## config.mk

```make
export PLATFORM = sky130hd
export DESIGN_NAME = can_fd_tx_buffer_packer
export DESIGN_NICKNAME = d
export VERILOG_FILES = /design/src/cfdtx_pkg.sv /design/src/can_fd_tx_buffer_packer.sv
export SDC_FILE = /design/constraint.sdc
export NUM_CORES = 1
export LEC_CHECK = 0
export ABC_AREA = 1
export BUFFER_PORTS_ARGS = -buffer_cell sky130_fd_sc_hd__buf_2
export CAP_MARGIN = 20
export CORE_UTILIZATION = 53
export CTS_CLUSTER_SIZE = 10
export DETAILED_ROUTE_END_ITERATION = 12
export PLACE_DENSITY = 0.77
export RECOVER_POWER = 50
export SETUP_SLACK_MARGIN = 0.15
export SYNTH_ARGS = -nofsm -noshare
export SYNTH_HDL_FRONTEND = slang
export SYNTH_SLANG_ARGS = --single-unit
```

## constraint.sdc

```tcl
create_clock -name clk -period 4.8 [get_ports clk]
set_input_delay 0.72 -clock clk [delete_from_list [all_inputs] [get_ports clk]]
set_output_delay 0.72 -clock clk [all_outputs]
set_load 0.005 [all_outputs]
```

## src/cfdtx_pkg.sv

```systemverilog
// ----------------------------------------------------------------------------
// cfdtx_pkg
// Shared constants and DLC helpers for the CAN FD transmit buffer packer.
// ----------------------------------------------------------------------------
package cfdtx_pkg;

	localparam int MB_WORDS   = 18;
	localparam int DATA_WORDS = MB_WORDS - 2;
	localparam int CAP_BYTES  = (4 * DATA_WORDS < 64) ? 4 * DATA_WORDS : 64;

	localparam logic [7:0]  PAD_BYTE        = 8'h30;
	localparam logic [31:0] CS_FD_BASE      = 32'h8C40_0000;
	localparam logic [31:0] CS_CLASSIC_BASE = 32'h0C40_0000;

	// configuration register indexes
	localparam logic [1:0] CFG_FD_ENABLE  = 2'd0;
	localparam logic [1:0] CFG_BRS_ENABLE = 2'd1;
	localparam logic [1:0] CFG_DEVICE_ID  = 2'd2;

	// buffer word indexes
	localparam logic [4:0] IDX_CS    = 5'd0;
	localparam logic [4:0] IDX_ID    = 5'd1;
	localparam logic [4:0] IDX_DATA0 = 5'd2;

	typedef logic [6:0] count_t;

	function automatic count_t dlc_length(input logic [3:0] dlc);
		count_t len;
		case (dlc)
			4'd9:    len = 7'd12;
			4'd10:   len = 7'd16;
			4'd11:   len = 7'd20;
			4'd12:   len = 7'd24;
			4'd13:   len = 7'd32;
			4'd14:   len = 7'd48;
			4'd15:   len = 7'd64;
			default: len = {3'b000, dlc};
		endcase
		return len;
	endfunction

	// smallest DLC whose length covers len
	function automatic logic [3:0] dlc_for_len(input count_t len);
		logic [3:0] dlc;
		dlc = 4'd15;
		for (int i = 15; i >= 0; i--) begin
			if (len <= dlc_length(4'(i)))
				dlc = 4'(i);
		end
		return dlc;
	endfunction

endpackage

```

## src/can_fd_tx_buffer_packer.sv

```systemverilog
// ----------------------------------------------------------------------------
// can_fd_tx_buffer_packer
// Packs payload bytes big-endian into message-buffer data words and closes
// each message with padding words, the standard-ID word and the CS word.
// ----------------------------------------------------------------------------
// Path: an accepted item is held in the input register, and each word it
// causes is then registered in the output register.
// Throughput: one payload byte per cycle unless the output stalls. A finish
// holds the input stage while it emits the open data words, ID word and CS word.
// Reset: arst_n clears the packing state and loads fd_enable=1, brs_enable=0,
// node ID 0.
module can_fd_tx_buffer_packer import cfdtx_pkg::*; (
	input  logic        clk,
	input  logic        arst_n,
	input  logic        cfg_we,
	input  logic [1:0]  cfg_addr,
	input  logic [7:0]  cfg_wdata,
	input  logic        s_axis_tvalid,
	output logic        s_axis_tready,
	input  logic [15:0] s_axis_tdata,   // data_byte[7:0], mtype[10:8], zero
	input  logic [0:0]  s_axis_tuser,   // mode[0]
	output logic        m_axis_tvalid,
	input  logic        m_axis_tready,
	output logic [39:0] m_axis_tdata,   // word_index[4:0], word_value[36:5], zero
	output logic        m_axis_tlast,
	output logic [0:0]  m_axis_tuser    // overflow[0]
);

	logic        fd_en_q;
	logic        brs_en_q;
	logic [7:0]  dev_id_q;

	logic        item_valid_s1;
	logic        mode_s1;
	logic [7:0]  byte_s1;
	logic [2:0]  mtype_s1;

	count_t      byte_count_q;
	logic [23:0] partial_q;
	logic        overflow_q;
	logic [2:0]  step_q;

	logic        out_valid_q;
	logic [4:0]  out_index_q;
	logic [31:0] out_value_q;
	logic        out_last_q;
	logic        out_ovf_q;

	logic        out_free;
	logic        in_take;
	logic        item_done;

	logic        app_drop;
	logic [1:0]  app_pos;
	logic        app_emit;

	logic [3:0]  fin_dlc;
	count_t      fin_target;
	logic [4:0]  fin_end_full;
	logic [4:0]  fin_end;
	logic [4:0]  fin_start;
	logic [4:0]  fin_nd;
	logic [4:0]  fin_word;
	logic [31:0] fin_data;
	logic [31:0] fin_cs;
	logic [31:0] pend_word;
	logic        step_data;
	logic        step_id;
	logic        step_cs;

	logic        gen_valid;
	logic [4:0]  gen_index;
	logic [31:0] gen_value;
	logic        gen_last;

	assign out_free      = !out_valid_q || m_axis_tready;
	assign in_take       = s_axis_tvalid && s_axis_tready;
	assign s_axis_tready = !item_valid_s1 || item_done;

	// append path
	assign app_drop = byte_count_q >= 7'(CAP_BYTES);
	assign app_pos  = byte_count_q[1:0];
	assign app_emit = !app_drop && (app_pos == 2'd3);

	// finish path: data words from the open word up to the DLC length
	assign fin_dlc      = dlc_for_len(byte_count_q);
	assign fin_target   = dlc_length(fin_dlc);
	assign fin_end_full = 5'((fin_target + 7'd3) >> 2);
	assign fin_end      = (fin_end_full > 5'(DATA_WORDS)) ? 5'(DATA_WORDS) : fin_end_full;
	assign fin_start    = byte_count_q[6:2];
	assign fin_nd       = (fin_end > fin_start) ? (fin_end - fin_start) : 5'd0;
	assign fin_word     = fin_start + 5'(step_q);
	assign pend_word    = {partial_q, 8'h00};

	assign step_data = {2'b00, step_q} < fin_nd;
	assign step_id   = {2'b00, step_q} == fin_nd;
	assign step_cs   = !step_data && !step_id;

	always_comb begin
		logic [6:0] p;
		for (int j = 0; j < 4; j++) begin
			p = {fin_word, 2'(j)};
			if (p < byte_count_q)
				fin_data[31 - 8 * j -: 8] = pend_word[31 - 8 * j -: 8];
			else if (p < fin_target)
				fin_data[31 - 8 * j -: 8] = PAD_BYTE;
			else
				fin_data[31 - 8 * j -: 8] = 8'h00;
		end
	end

	always_comb begin
		if (fd_en_q)
			fin_cs = CS_FD_BASE | {1'b0, brs_en_q, 30'd0} | {12'd0, fin_dlc, 16'd0};
		else
			fin_cs = CS_CLASSIC_BASE | {12'd0, fin_dlc, 16'd0};
	end

	always_comb begin
		gen_valid = 1'b0;
		gen_index = IDX_CS;
		gen_value = fin_cs;
		gen_last  = 1'b0;
		if (item_valid_s1) begin
			if (!mode_s1) begin
				gen_valid = app_emit;
				gen_index = IDX_DATA0 + byte_count_q[6:2];
				gen_value = {partial_q, byte_s1};
			end else begin
				gen_valid = 1'b1;
				if (step_data) begin
					gen_index = IDX_DATA0 + fin_word;
					gen_value = fin_data;
				end else if (step_id) begin
					gen_index = IDX_ID;
					gen_value = {3'b000, mtype_s1, dev_id_q, 18'd0};
				end else begin
					gen_last  = 1'b1;
				end
			end
		end
	end

	assign item_done = item_valid_s1 &&
		(mode_s1 ? (step_cs && out_free) : (!app_emit || out_free));

	always_ff @(posedge clk or negedge arst_n) begin
		if (!arst_n) begin
			fd_en_q  <= 1'b1;
			brs_en_q <= 1'b0;
			dev_id_q <= 8'd0;
		end else if (cfg_we) begin
			unique case (cfg_addr)
				CFG_FD_ENABLE:  fd_en_q  <= cfg_wdata[0];
				CFG_BRS_ENABLE: brs_en_q <= cfg_wdata[0];
				CFG_DEVICE_ID:  dev_id_q <= cfg_wdata;
				default: ;
			endcase
		end
	end

	always_ff @(posedge clk or negedge arst_n) begin
		if (!arst_n) begin
			item_valid_s1 <= 1'b0;
		end else if (in_take) begin
			item_valid_s1 <= 1'b1;
		end else if (item_done) begin
			item_valid_s1 <= 1'b0;
		end
	end

	always_ff @(posedge clk) begin
		if (in_take) begin
			mode_s1  <= s_axis_tuser[0];
			byte_s1  <= s_axis_tdata[7:0];
			mtype_s1 <= s_axis_tdata[10:8];
		end
	end

	always_ff @(posedge clk or negedge arst_n) begin
		if (!arst_n) begin
			byte_count_q <= '0;
			partial_q    <= '0;
			overflow_q   <= 1'b0;
			step_q       <= '0;
		end else begin
			if (item_valid_s1 && mode_s1 && out_free)
				step_q <= step_cs ? 3'd0 : step_q + 3'd1;
			if (item_done) begin
				if (mode_s1) begin
					byte_count_q <= '0;
					partial_q    <= '0;
					overflow_q   <= 1'b0;
				end else if (app_drop) begin
					overflow_q <= 1'b1;
				end else begin
					byte_count_q <= byte_count_q + 7'd1;
					if (app_pos == 2'd3)
						partial_q <= '0;
					else
						partial_q <= partial_q |
							(24'(byte_s1) << (5'd16 - {app_pos, 3'b000}));
				end
			end
		end
	end

	always_ff @(posedge clk or negedge arst_n) begin
		if (!arst_n) begin
			out_valid_q <= 1'b0;
		end else if (out_free) begin
			out_valid_q <= gen_valid;
		end
	end

	always_ff @(posedge clk) begin
		if (out_free && gen_valid) begin
			out_index_q <= gen_index;
			out_value_q <= gen_value;
			out_last_q  <= gen_last;
			out_ovf_q   <= overflow_q;
		end
	end

	assign m_axis_tvalid   = out_valid_q;
	assign m_axis_tdata    = {3'b000, out_value_q, out_index_q};
	assign m_axis_tlast    = out_last_q;
	assign m_axis_tuser[0] = out_ovf_q;

endmodule

```

==> Word level (Yosys, flattened, before mapping) <==
Cells that the tools add are included.
{ "totals": {"reg_bits": 98, "inputBits": 32, "output_inout_bits": 44, "wordCells": 142} }
{ "op_classes": {"add_sub_neg": 8, "n_lt_le_gt_ge": 27, "eq_ne": 12, "shift": 1, "mux": 48, "bitwise": 4, "reduce_logical": 26} }
{ "ops": {"columns": ["op", "count"], "rows": [
  ["two-way mux 32 bit", 5],
  ["two-way mux 24 bit", 3],
  ["< comparator 7 bit", 8],
  ["case mux 7 bit (7 select lines)", 1],
  ["two-way mux 4 bit", 8],
  ["OR 32 x 20 -> 32 bit", 1],
  ["two-way mux 6 bit", 5],
  ["equality test 4 bit, second input constant", 7],
  ["<= comparator 7 x 3 -> 1 bit, second input constant", 4],
  ["two-way mux 8 bit", 3],
  ["OR 24 bit", 1],
  ["<< shifter 8 x 5 -> 24 bit", 1],
  ["<= comparator 7 x 5 -> 1 bit, second input constant", 3],
  ["two-way mux 5 bit", 4],
  ["two-way mux 3 bit", 5],
  ["<= comparator 7 x 1 -> 1 bit, second input constant", 2],
  ["<= comparator 7 x 2 -> 1 bit, second input constant", 2],
  ["<= comparator 7 x 4 -> 1 bit, second input constant", 2],
  ["<= comparator 7 x 6 -> 1 bit, second input constant", 2],
  ["two-way mux 7 bit", 2],
  ["adder 2 x 5 -> 5 bit, first input constant", 2],
  ["two-way mux 1 bit", 10],
  ["AND reduction 2 bit", 5],
  ["logical AND 1 bit", 8],
  ["21 further kinds", 32]
]} }

==> Longest topological paths before layout <==
Gate-level depths: netlist (run 1).
{ "depth": {"ltp_word": 32, "mapped_depth": 46, "ltp_nobuf": 44} }

==> Least setup slack after synthesis (run 1) <==
OpenSTA, ideal clock, no wires.
{ "synth_path": {"path_type": "register to register", "start": "register byte_count_q[3]", "end": "register byte_s1[0], enable pin", "arrival_time_ns": 4.403, "t_required_ns": 4.415, "path_slack_ns": 0.012, "path_stages_with_launch": 34, "n_path_buf": 0, "path_cell_list": "dfrtp_1 -> inv_1 -> ha_1 -> nand2_1 -> nor2_1 -> a31oi_1 -> nand2_1 -> nand2_1 -> nand2_1 -> nand2_1 -> nand2_1 -> nand2_1 -> nand2_1 -> nand2_1 -> nand2_1 -> nand3_1 -> nand2_1 -> ha_1 -> nand3_1 -> nand2_1 -> nand2_1 -> nand2_1 -> a21oi_2 -> a31oi_4 -> nand3_1 -> ha_1 -> nand2_1 -> inv_1 -> o21ai_2 -> nand2_4 -> nand2_4 -> nand2_4 -> nand2_4 -> a21oi_1"} }
{ "synth_between": {"elab_chain_len": 31, "word_cells_on_any_way": 59, "cone_classes": "add/sub: 2; order compare: 19; eq/ne: 8; mux: 19; reduce/logical: 11"} }
{ "synth_rtl": {"columns": ["element", "line", "text"], "rows": [
  ["from (decl)", "can_fd_tx_buffer_packer.sv:38", "count_t byte_count_q;"],
  ["from (signal assigned)", "can_fd_tx_buffer_packer.sv:197", "byte_count_q <= byte_count_q + 7'd1;"],
  ["<= comparator 7 x 6 -> 1 bit", "cfdtx_pkg.sv:47", "if (len <= dlc_length(4'(i)))"],
  ["two-way mux 1 bit", "cfdtx_pkg.sv:47", null],
  ["two-way mux 2 bit (2 in a row)", "cfdtx_pkg.sv:47", null],
  ["two-way mux 3 bit (4 in a row)", "cfdtx_pkg.sv:47", null],
  ["two-way mux 4 bit (8 in a row)", "cfdtx_pkg.sv:47", null],
  ["equality test 4 bit", "cfdtx_pkg.sv:29", "case (dlc)"],
  ["case mux 7 bit (7 select lines)", "cfdtx_pkg.sv:29", null],
  ["adder 7 x 2 -> 7 bit", "can_fd_tx_buffer_packer.sv:88", "assign fin_end_full = 5'((fin_target + 7'd3) >> 2);"],
  ["[... 5 more ...]", null, null],
  ["zero test 1 bit", "can_fd_tx_buffer_packer.sv:97", "assign step_cs = !step_data && !step_id;"],
  ["logical AND 1 bit", "can_fd_tx_buffer_packer.sv:97", null],
  ["logical AND 1 bit", "can_fd_tx_buffer_packer.sv:145", "(mode_s1 ? (step_cs && out_free) : (!app_emit || out_free));"],
  ["two-way mux 1 bit *", "can_fd_tx_buffer_packer.sv:145", null],
  ["logical AND 1 bit *", "can_fd_tx_buffer_packer.sv:144", "assign item_done = item_valid_s1 &&"],
  ["logical OR 1 bit *", "can_fd_tx_buffer_packer.sv:78", "assign s_axis_tready = !item_valid_s1 || item_done;"],
  ["logical AND 1 bit *", "can_fd_tx_buffer_packer.sv:77", "assign in_take = s_axis_tvalid && s_axis_tready;"],
  ["named net in_take", "can_fd_tx_buffer_packer.sv:50", "logic in_take;"],
  ["to (signal assigned)", "can_fd_tx_buffer_packer.sv:175", "byte_s1 <= s_axis_tdata[7:0];"],
  ["to (decl)", "can_fd_tx_buffer_packer.sv:35", "logic [7:0] byte_s1;"]
]} }
The timed path passes the listed nets; every way through them passes the cells marked *.
A chain may end at the register's enable or synchronous reset.

==> Worst setup path in the final report (run 1) <==
{ "layout_path": {"start": "register byte_count_q[3]", "end": "output port s_axis_tready"} }
{ "layout_between": {"elab_chain_len": 30, "word_cells_on_any_way": 58, "cone_classes": "add/sub: 2; order compare: 19; eq/ne: 8; mux: 19; reduce/logical: 10"} }
{ "layout_rtl": {"columns": ["element", "line", "text"], "rows": [
  ["<= comparator 7 x 6 -> 1 bit", "cfdtx_pkg.sv:47", null],
  ["two-way mux 1 bit", "cfdtx_pkg.sv:47", null],
  ["two-way mux 2 bit (2 in a row)", "cfdtx_pkg.sv:47", null],
  ["two-way mux 3 bit (4 in a row)", "cfdtx_pkg.sv:47", null],
  ["two-way mux 4 bit (8 in a row)", "cfdtx_pkg.sv:47", null],
  ["equality test 4 bit", "cfdtx_pkg.sv:29", null],
  ["case mux 7 bit (7 select lines)", "cfdtx_pkg.sv:29", null],
  ["adder 7 x 2 -> 7 bit", "can_fd_tx_buffer_packer.sv:88", null],
  ["[... 3 more ...]", null, null],
  ["two-way mux 5 bit", "can_fd_tx_buffer_packer.sv:91", "assign fin_nd = (fin_end > fin_start) ? (fin_end - fin_start) : 5'd0;"],
  ["< comparator 3 x 5 -> 1 bit / equality test 3 x 5 -> 1 bit (equally long branches)", "can_fd_tx_buffer_packer.sv:95, can_fd_tx_buffer_packer.sv:96", null],
  ["zero test 1 bit", "can_fd_tx_buffer_packer.sv:97", null],
  ["logical AND 1 bit", "can_fd_tx_buffer_packer.sv:97", null],
  ["logical AND 1 bit", "can_fd_tx_buffer_packer.sv:145", null],
  ["two-way mux 1 bit *", "can_fd_tx_buffer_packer.sv:145", null],
  ["logical AND 1 bit *", "can_fd_tx_buffer_packer.sv:144", null],
  ["logical OR 1 bit *", "can_fd_tx_buffer_packer.sv:78", null],
  ["to (decl)", "can_fd_tx_buffer_packer.sv:19", "output logic s_axis_tready,"]
]} }
Mark *: on every way between the ends. The rest lies on a longest branch, timed or not.

==> flow_summary.yaml, run 1 <==
logic_synthesis:
  ys.flop_type: "edfxtp_1"
  seq_area_frac_synth_pct: 47.0
  syn_avg_cell_area_um2: 8.48
  yosysMostFrequentCell: "nand2_1"
  ys_async_sr_fraction_pct: 48.0
  syn_area_um2: 5770
  synth_commonest_cells: "nand2_1 (155), inv_1 (81), nor2_1 (60)"
  synthCells: 680
  ys_top_cells_by_area: "edfxtp_1 (27%), dfrtp_1 (20%), nand2_1 (10%), ha_1 (6.5%), inv_1 (5.3%)"
  ys_types: 50
  ys_ff_latch: 98
  synth_area_leader_cell: "edfxtp_1"
  synth_edf_count: 51
  yosys.area.top_type_share_pct: 26.6
  yosys_warnings: 0
clock_tree:
  clk_latency_ps: 370
  numCtsBuffers: 9
  cts_sinks: 98
  cts_max_path_buffers: 2
  cts_max_level: 3
  cts_tree: "built"
  clk_root_buffer_cell: "clkbuf_8"
  cts.clk_slew.worst_paths_ps: 100
worst_hold_path:
  hp-class: "reg -> reg"
  hold_path_depth: 0
power:
  p_leak_nw: 3.77
  pwr_density_cell_nw_per_um2: 720
  ir_worst_vdd_v: 0.000513
  total_power_mw: 5.99
global_route:
  track_usage_pct: 30.5
  grt_pass1_wl_um: 26500
  grt_max_degree: 48
  overflow: 0
  grt_pass1_vias: 5514
  antenna_found_initial: 0
sta:
  rsz0062_at_grt: "yes"
  post-route-min-period_ps: 5250
  setup_ws_ps: -454
  finalHoldViolations: 0
  fmax_mhz: 190
  fin_skew_ps: 11.9
  fin_hold_ws_ps: 465
  max_slew.worst_pin.slew_ps: 2820
  max_slew_margin_pct: -88.3
  setup_violations: 60
  drv_slew: 48
  fin_crit_sh_pct: 109
job:
  cap_viol_max_count: 1
route:
  via_per_inst: 5.95
  drc: 0
  num_vias: 6030
  drt_iter0_drc: 557
  detail-route-antenna-nets: 0
  wl_per_cell_um: 19.3
  drtPass1Iterations: 7
  wl_um: 19600
run_status:
  status: "complete, but fails checks"
  failed_checks: "capacitance limit, slew limit, setup timing"
layout:
  fill_cells: 648
  diodes: 0
  drive_gt1_share_pct: 41.2
  area_growth_pct: 44.2
  layout.nets: 936
worst_setup_path:
  crit_path_max_fanout: 4
  r2r_cells: 40
  worst_ep_required_time_ps: 4080
  crit_type: "reg -> out"
  endpoint_kind: "primary output"
  cp.arrival_ps: 4530
  startpoint_type: "flop"
  crit_slowest_cell: "dfrtp_2"
  cpPeakStageDelay_ps: 460
die:
  die_h_um: 106
  row_count: 37
  dieArea_um2: 11300
  num_io_pins: 76
  start_util_pct: 55.4
  die_w_um: 106
  core_um2: 10400
placed_design:
  io_buffer_count: 67
  dp.final_hpwl_um: 11300
  place.gp.congestion: 0.884
  place_ws_ps: -223
[timing repair]
item,CTS,global route
resized for setup,80,128
hold buffers,0,0
hold endpoints to repair,0,0
setup endpoints to repair,74,77
cloned,0,8
pin swaps,35,42
setup buffers,29,20
[stage by stage]
stage / std cells / utilization, % / setup TNS, ps / instance area (um^2)
6_report: 1013 / 79.8 / -7480 / 8310
5_1_grt: 1013 / 79.8 / -23520 / 8310
4_1_cts: 984 / 72.1 / -166 / 7510
3_5_place_dp: 939 / 65.0 / -2930 / 6770
3_3_place_gp: 939 / 65.0 / -98.4 / 6770
2_1_floorplan: 682 / - / 0 / 5780
[layout by cell type, fill, tap and decap left out, types with 25 or more instances in the layout]
| cell type | netlist | final |
|---|---|---|
| o21ai_1 | 29 | 32 |
| dfrtp_1 | 46 | 40 |
| edfxtp_1 | 51 | 51 |
| nor2_1 | 60 | 46 |
| nand3_1 | 38 | 25 |
| o211ai_1 | 26 | 26 |
| buf_2 | 5 | 63 |
| inv_1 | 81 | 66 |
| nand2_1 | 155 | 119 |
| buf_4 | 3 | 101 |
[area by class of cell]
class	instances	area (um^2)	area share, %
Inverter	87	349	4.20
Multi-Input combinational cell	474	3300	39.7
Timing Repair Buffer	202	1570	18.9
Clock buffer	10	128	1.54
Tap cell	136	170	2.05
Clock inverter	6	75.1	0.903
Sequential cell	98	2720	32.7
[power by group]
part	leakage, nW	internal (mW)	total [mW]	switching [mW]
clock network	0.104	0.250	0.561	0.311
registers	1.09	1.23	1.43	0.200
logic	2.57	1.76	4.00	2.24
[worst max-delay path: cells and delay by family (launching register included)]
kind                       cells  cell delay (ps)
adders and majority gates      2              460
AOI/OAI and AO/OA              3              520
and+or+nand+nor               14             1520
xor gates and xnor gates       1              220
buffers and inverters          8              980
DFF                            1              460
[metal layers]
metal	vias up	wire length (um)	part of all wire (%)	GRT usage, %
li1	2677	-	-	-
met1	2773	7070	36	40.0
met2	446	9400	48	50.8
met3	134	2050	10	4.23
met4	0	1070	5.5	12.2
met5	-	0	0	0
[kinds of logic (layout without fill, tap and decap cells)]
family,count (synthesis),after routing,share of synthesized area [%]
AND/OR/NAND/NOR,296,297,22.2
AO/OA/AOI/OAI,132,132,14.0
buffers and inverters,111,305,7.92
flip-flops,98,98,47.0
adder cells (fa/ha/maj),32,32,7.20
XOR/XNOR,6,6,0.911
multiplexers,4,4,0.781
other,1,3,0.0650
[path summary, 6_finish.rpt]
| kind | start | endpoint | slack, ps |
|---|---|---|---|
| hold reg to reg | overflow_q | m_axis_tuser | 460 |
| max in group asynchronous | arst_n | byte_count_q[3] | 1640 |
| setup reg to reg | byte_count_q[3] | out_value_q[19] | -270 |
| setup / recovery | byte_count_q[3] | s_axis_tready | -450 |
| hold / removal | overflow_q | m_axis_tuser | 460 |
| min in group asynchronous | arst_n | dev_id_q[5] | 1350 |
[sequential cells by signal, indices dropped and copies added (netlist names)]
name,flops
out_value_q,32
partial_q,24
byte_s1,8
dev_id_q,8
byte_count_q,7
out_index_q,5
mtype_s1,3
step_q,3
brs_en_q,1
fd_en_q,1
item_valid_s1,1
m_axis_tlast,1
m_axis_tuser,1
m_axis_tvalid,1
mode_s1,1
overflow_q,1
Note: power is estimated with default switching activity, not from simulation.
==> run 2: changes to the inputs <==
--- a/config.mk
+++ b/config.mk
@@ -11,7 +11,7 @@
 export CORE_UTILIZATION = 53
 export CTS_CLUSTER_SIZE = 10
 export DETAILED_ROUTE_END_ITERATION = 12
-export PLACE_DENSITY = 0.77
+export PLACE_DENSITY = 0.8
 export RECOVER_POWER = 50
 export SETUP_SLACK_MARGIN = 0.15
 export SYNTH_ARGS = -nofsm -noshare
==> run 2 against run 1 <==
  * The flow still finishes with violations (capacitance limit, slew limit, setup timing)
  * Sequential cell count is the same
  * Die area stayed put
  * Count of clock-buffer cells in the layout shrank 1
  * Critical path depth grew 3
  * Utilization shrank 2.8 points
  * Hold slack got worse by 220 ps
  * Maximum frequency up 2.5%
  * Sequential share of layout area up 1.2 points
  * Register-to-register slack worse by 40 ps
  * Sequential power is essentially flat
  * First-iteration DRC count is 14% higher
  * Largest power group unchanged
==> flow_summary.yaml, run 2 (synthesized netlist as in run 1, its figures left out) <==
power:
  power_switching_mw: 2.60
  swShare_pct: 46.0
  p_leak_nw: 3.64
  clockPowerShare_pct: 10.4
  power_frac_comb_pct: 64.4
  pwr_density_cell_nw_per_um2: 706
  sequentialPowerShare_pct: 25.2
  ir_worst_vdd_v: 0.000590
  power.internal_mw: 3.06
worst_setup_path:
  cpPeakStageDelay_ps: 460
  endpoint_kind: "primary output"
  crit_slowest_cell: "dfrtp_2"
  cpMostUsedCell: "buf_4"
  crit_path_max_fanout: 4
  startpoint_type: "flop"
  cp.arrival_ps: 4410
  crit_type: "reg -> out"
  worst_ep_required_time_ps: 4080
layout:
  largest-register: "out_value_q"
  area_growth_pct: 39.0
  largest_reg_flops: 32
  layout.nets: 918
  postLayoutCellArea_um2: 8020
  diodes: 0
  fin_util_pct: 77.0
  final_common_cell: "nand2_1"
  fill_cells: 641
  drive_gt1_share_pct: 39.7
  largestRegisters: "out_value_q (32), partial_q (24)"
  seq_area_um2: 2720
  multi_input_area_um2: 3170
  final_cell_mix: "nand2_1 (119), buf_4 (94), inv_1 (68)"
sta:
  max_slew_margin_pct: -54.3
  fin_crit_sh_pct: 107
  rsz0062_at_grt: "yes"
  finalHoldViolations: 0
  setup_ws_ps: -328
  fmax_mhz: 195
  drv_slew: 41
  setup_violations: 31
  max_slew.worst_pin.slew_ps: 2310
  fin_hold_ws_ps: 247
  post-route-min-period_ps: 5130
  fin_skew_ps: 18.5
route:
  drtPass1Iterations: 5
  drc: 0
  drt_iter0_drc: 635
  wl_um: 18300
  wl_per_cell_um: 18.4
  detail-route-antenna-nets: 0
  num_vias: 5850
  via_per_inst: 5.88
clock_tree:
  cts_hold_buf: 0
  clk_latency_ps: 370
  cts_max_level: 3
  cts.clk_slew.worst_paths_ps: 110
  cts_tree: "built"
  cts_max_path_buffers: 2
  cts_sinks: 98
  numCtsBuffers: 9
  clk_root_buffer_cell: "clkbuf_8"
placed_design:
  dp.final_hpwl_um: 11200
  place_ws_ps: -122
  place.gp.congestion: 0.941
  dpl_cell_area_um2: 6660
  io_buffer_count: 67
die:
  num_io_pins: 76
  core_um2: 10400
  die_w_um: 106
  start_util_pct: 55.4
  row_count: 37
  die_h_um: 106
  dieArea_um2: 11300
worst_hold_path:
  hp-class: "in -> async"
global_route:
  grt_pass1_wl_um: 26100
  grt_pass1_vias: 5418
  antenna_found_initial: 0
  track_usage_pct: 29.8
  overflow: 0
  grt_max_degree: 48
job:
  cap_viol_max_count: 1
run_status:
  failed_checks: "capacitance limit, slew limit, setup timing"
  status: "complete, but fails checks"
## run 2: changes by cell type in the layout (fill, tap and decap cells not counted), sizes merged
cell	change
nand2	-1
clkbuf	+2
buf	-20
inv	+1
## run 2: power by group through the flow
stage	Sequential [mW]	Clock [mW]	Combinational, mW
2_1_floorplan	1.39	0	1.48
3_3_place_gp	1.40	0	2.31
5_1_grt	1.45	0.623	3.86
4_1_cts	1.40	0.587	2.59
6_report	1.43	0.588	3.64
3_5_place_dp	1.41	0	2.39
## run 2: through the flow
stage,power (mW),setup TNS [ps],std cells
after floorplan,2.87,0,682
after global placement,3.71,0,922
after detailed placement,3.80,-277,922
after CTS,4.57,-187,971
after global routing,5.93,-17550,995
final,5.66,-5590,995
## run 2: final timing paths
path | start | to | slack, ps | cells after the start
setup / recovery | byte_count_q[5] | s_axis_tready | -330 | 31
hold / removal | arst_n | dev_id_q[6] | 250 | 1
setup reg to reg | byte_count_q[5] | out_value_q[19] | -310 | 38
hold reg to reg | overflow_q | m_axis_tuser | 480 | 0
max in group asynchronous | arst_n | byte_count_q[1] | 1850 | 2
min in group clk | overflow_q | m_axis_tuser | 480 | 0
## run 2: critical path, delay by kind of cell, from the launching register on
kind / cells / cell delay (ps)
AO/OA/AOI/OAI: 3 / 460
adder cells (fa/ha/maj): 2 / 510
buffers and inverters: 16 / 1870
flip-flops: 1 / 460
AND/OR/NAND/NOR: 10 / 760
## run 2: per-layer routing
metal	share of wire [%]	global-route usage (%)	up-vias
met5	0	0	-
met4	3.1	10.5	0
met3	8.5	4.23	60
met2	50	49.9	366
met1	38	39.5	2794
li1	-	-	2630
## run 2: what timing repair did
action                                  CTS  global route
gates resized for setup                  55           129
cloned                                    0             6
setup buffers                            33            16
endpoints found under the setup margin   73            76
pin swaps                                21            27
## run 2: final cells by class
type,count,area share (%)
multi-input cells,473,39.5
flip-flops and latches,98,33.9
repair buffers,185,17.5
inverters,87,4.35
well taps,136,2.12
clock buffers,9,1.54
clock inverters,7,1.15
==> run 3: changes to the inputs <==
--- a/config.mk
+++ b/config.mk
@@ -8,12 +8,12 @@
 export ABC_AREA = 1
 export BUFFER_PORTS_ARGS = -buffer_cell sky130_fd_sc_hd__buf_2
 export CAP_MARGIN = 20
+export CORE_MARGIN = 10
 export CORE_UTILIZATION = 53
 export CTS_CLUSTER_SIZE = 10
 export DETAILED_ROUTE_END_ITERATION = 12
 export PLACE_DENSITY = 0.8
 export RECOVER_POWER = 50
-export SETUP_SLACK_MARGIN = 0.15
 export SYNTH_ARGS = -nofsm -noshare
 export SYNTH_HDL_FRONTEND = slang
 export SYNTH_SLANG_ARGS = --single-unit
==> run 3 against run 2 <==
  * Critical endpoint unchanged
  * The run still ends with capacitance limit, slew limit, setup timing left
  * Hold slack gained 110 ps
  * Cell area shrank 5.4%
  * Combinational power shrank 20%
  * Cell count shrank 0.50%
==> flow_summary.yaml, run 3 (synthesized netlist as in run 1, its figures left out) <==
worst_setup_path:
  cpPeakStageDelay_ps: 500
  endpoint_kind: "primary output"
  r2r_cells: 40
  crit_slowest_cell: "dfrtp_2"
  cpMostUsedCell: "nand2_1"
  worst_ep_required_time_ps: 4080
  crit_path_max_fanout: 6
  crit_family: "simple AND/OR/NAND/NOR gates"
  crit_type: "reg -> out"
  crit_buf_inv: 2
  startpoint_type: "flop"
  cp_num_cells: 36
  cp.arrival_ps: 4460
layout:
  fin_util_pct: 70.6
  seq_area_um2: 2720
  drive_gt1_share_pct: 31.2
  largestRegisters: "out_value_q (32), partial_q (24)"
  largest_reg_flops: 32
  largest-register: "out_value_q"
  multi_input_area_um2: 3020
  fill_cells: 863
  diodes: 0
  final_common_cell: "nand2_1"
  area_growth_pct: 31.6
  fin_cells: 990
  layout.nets: 909
  final_cell_mix: "nand2_1 (129), buf_4 (98), inv_1 (65)"
sta:
  rsz0062_at_grt: "yes"
  post-route-min-period_ps: 5180
  final.setup.tns_ps: -378
  fmax_mhz: 193
  max_slew.worst_pin.slew_ps: 1990
  drv_slew: 73
  fin_hold_ws_ps: 354
  setup_violations: 1
  setup_ws_ps: -378
  fin_skew_ps: 10.1
  max_slew_margin_pct: -32.9
  finalHoldViolations: 0
  fin_crit_sh_pct: 108
power:
  power.internal_mw: 2.66
  ir_worst_vdd_v: 0.000532
  p_leak_nw: 3.37
  sequentialPowerShare_pct: 28.9
  total_power_mw: 4.89
  pwr_density_cell_nw_per_um2: 645
  swShare_pct: 45.6
  clockPowerShare_pct: 11.1
  power_frac_comb_pct: 60.0
  power_switching_mw: 2.23
clock_tree:
  cts.clk_slew.worst_paths_ps: 100
  cts_max_path_buffers: 2
  cts_sinks: 98
  numCtsBuffers: 9
  clk_root_buffer_cell: "clkbuf_8"
  cts_tree: "built"
  cts_max_level: 3
  clk_latency_ps: 380
die:
  num_io_pins: 76
  die_w_um: 124
  die_h_um: 124
  start_util_pct: 53.7
  core_um2: 10700
  row_count: 38
  dieArea_um2: 15500
run_status:
  status: "complete, but fails checks"
  failed_checks: "capacitance limit, slew limit, setup timing"
route:
  via_per_inst: 5.56
  detail-route-antenna-nets: 0
  drt_iter0_drc: 487
  num_vias: 5506
  drtPass1Iterations: 5
  wl_per_cell_um: 17.2
  wl_um: 17100
  drc: 0
global_route:
  grt_pass1_wl_um: 26800
  grt_max_degree: 48
  track_usage_pct: 20.6
  overflow: 0
  grt_pass1_vias: 5463
  antenna_found_initial: 0
placed_design:
  dp.cells: 928
  place.gp.congestion: 0.949
  io_buffer_count: 67
  dp.final_hpwl_um: 11900
job:
  cap_viol_max_count: 2
worst_hold_path:
  hp-class: "in -> async"
==> run 3: stage by stage <==
step | cell area (um^2) | worst slack, ps
after CTS | 7350 | -209
after global placement | 6650 | -69.9
after detailed placement | 6650 | -206
after floorplan | 5770 | 11.9
after global routing | 7590 | -588
final | 7590 | -378
==> run 3: path summary, 6_finish.rpt <==
check	from	to	slack, ps
setup / recovery	byte_count_q[3]	s_axis_tready	-380
hold / removal	arst_n	byte_count_q[3]	350
setup reg to reg	byte_count_q[3]	out_value_q[27]	30
hold reg to reg	overflow_q	m_axis_tuser	470
max in group asynchronous	arst_n	byte_count_q[6]	2010
min in group clk	overflow_q	m_axis_tuser	470
==> run 3: worst register-to-register path: cells and delay by family (launching register included) <==
family,cells,cell delay (ps)
DFF,1,500
and+or+nand+nor,30,2440
adders and majority gates,2,610
AOI/OAI and AO/OA,2,280
buffers and inverters,6,690
==> run 3: cell type report <==
cell class / instances / area share [%]
clock buffers: 12 / 2.19
clock inverters: 4 / 0.412
inverters: 87 / 4.37
multi-input cells: 473 / 39.9
flip-flops and latches: 98 / 35.8
well taps: 140 / 2.31
repair buffers: 176 / 15.1
==> run 3: metal layers <==
layer,global-route usage (%),share of wire (%),vias up
li1,-,-,2619
met1,25.6,41,2639
met2,34.0,50,213
met3,3.96,6.6,35
met4,9.39,2.6,0
met5,0,0,-
==> run 3: power groups by stage <==
stage | logic (mW) | registers, mW | clock network (mW)
after floorplan | 1.47 | 1.39 | 0
after global placement | 2.28 | 1.39 | 0
after detailed placement | 2.36 | 1.41 | 0
after CTS | 2.61 | 1.40 | 0.543
after global routing | 3.22 | 1.44 | 0.576
final | 2.93 | 1.42 | 0.541
==> run 3: repair_timing <==
action                     CTS  global route
setup buffers               30            16
hold buffers                 0             0
pin swaps                   46            42
resized for setup           77            51
setup endpoints to repair   63            71
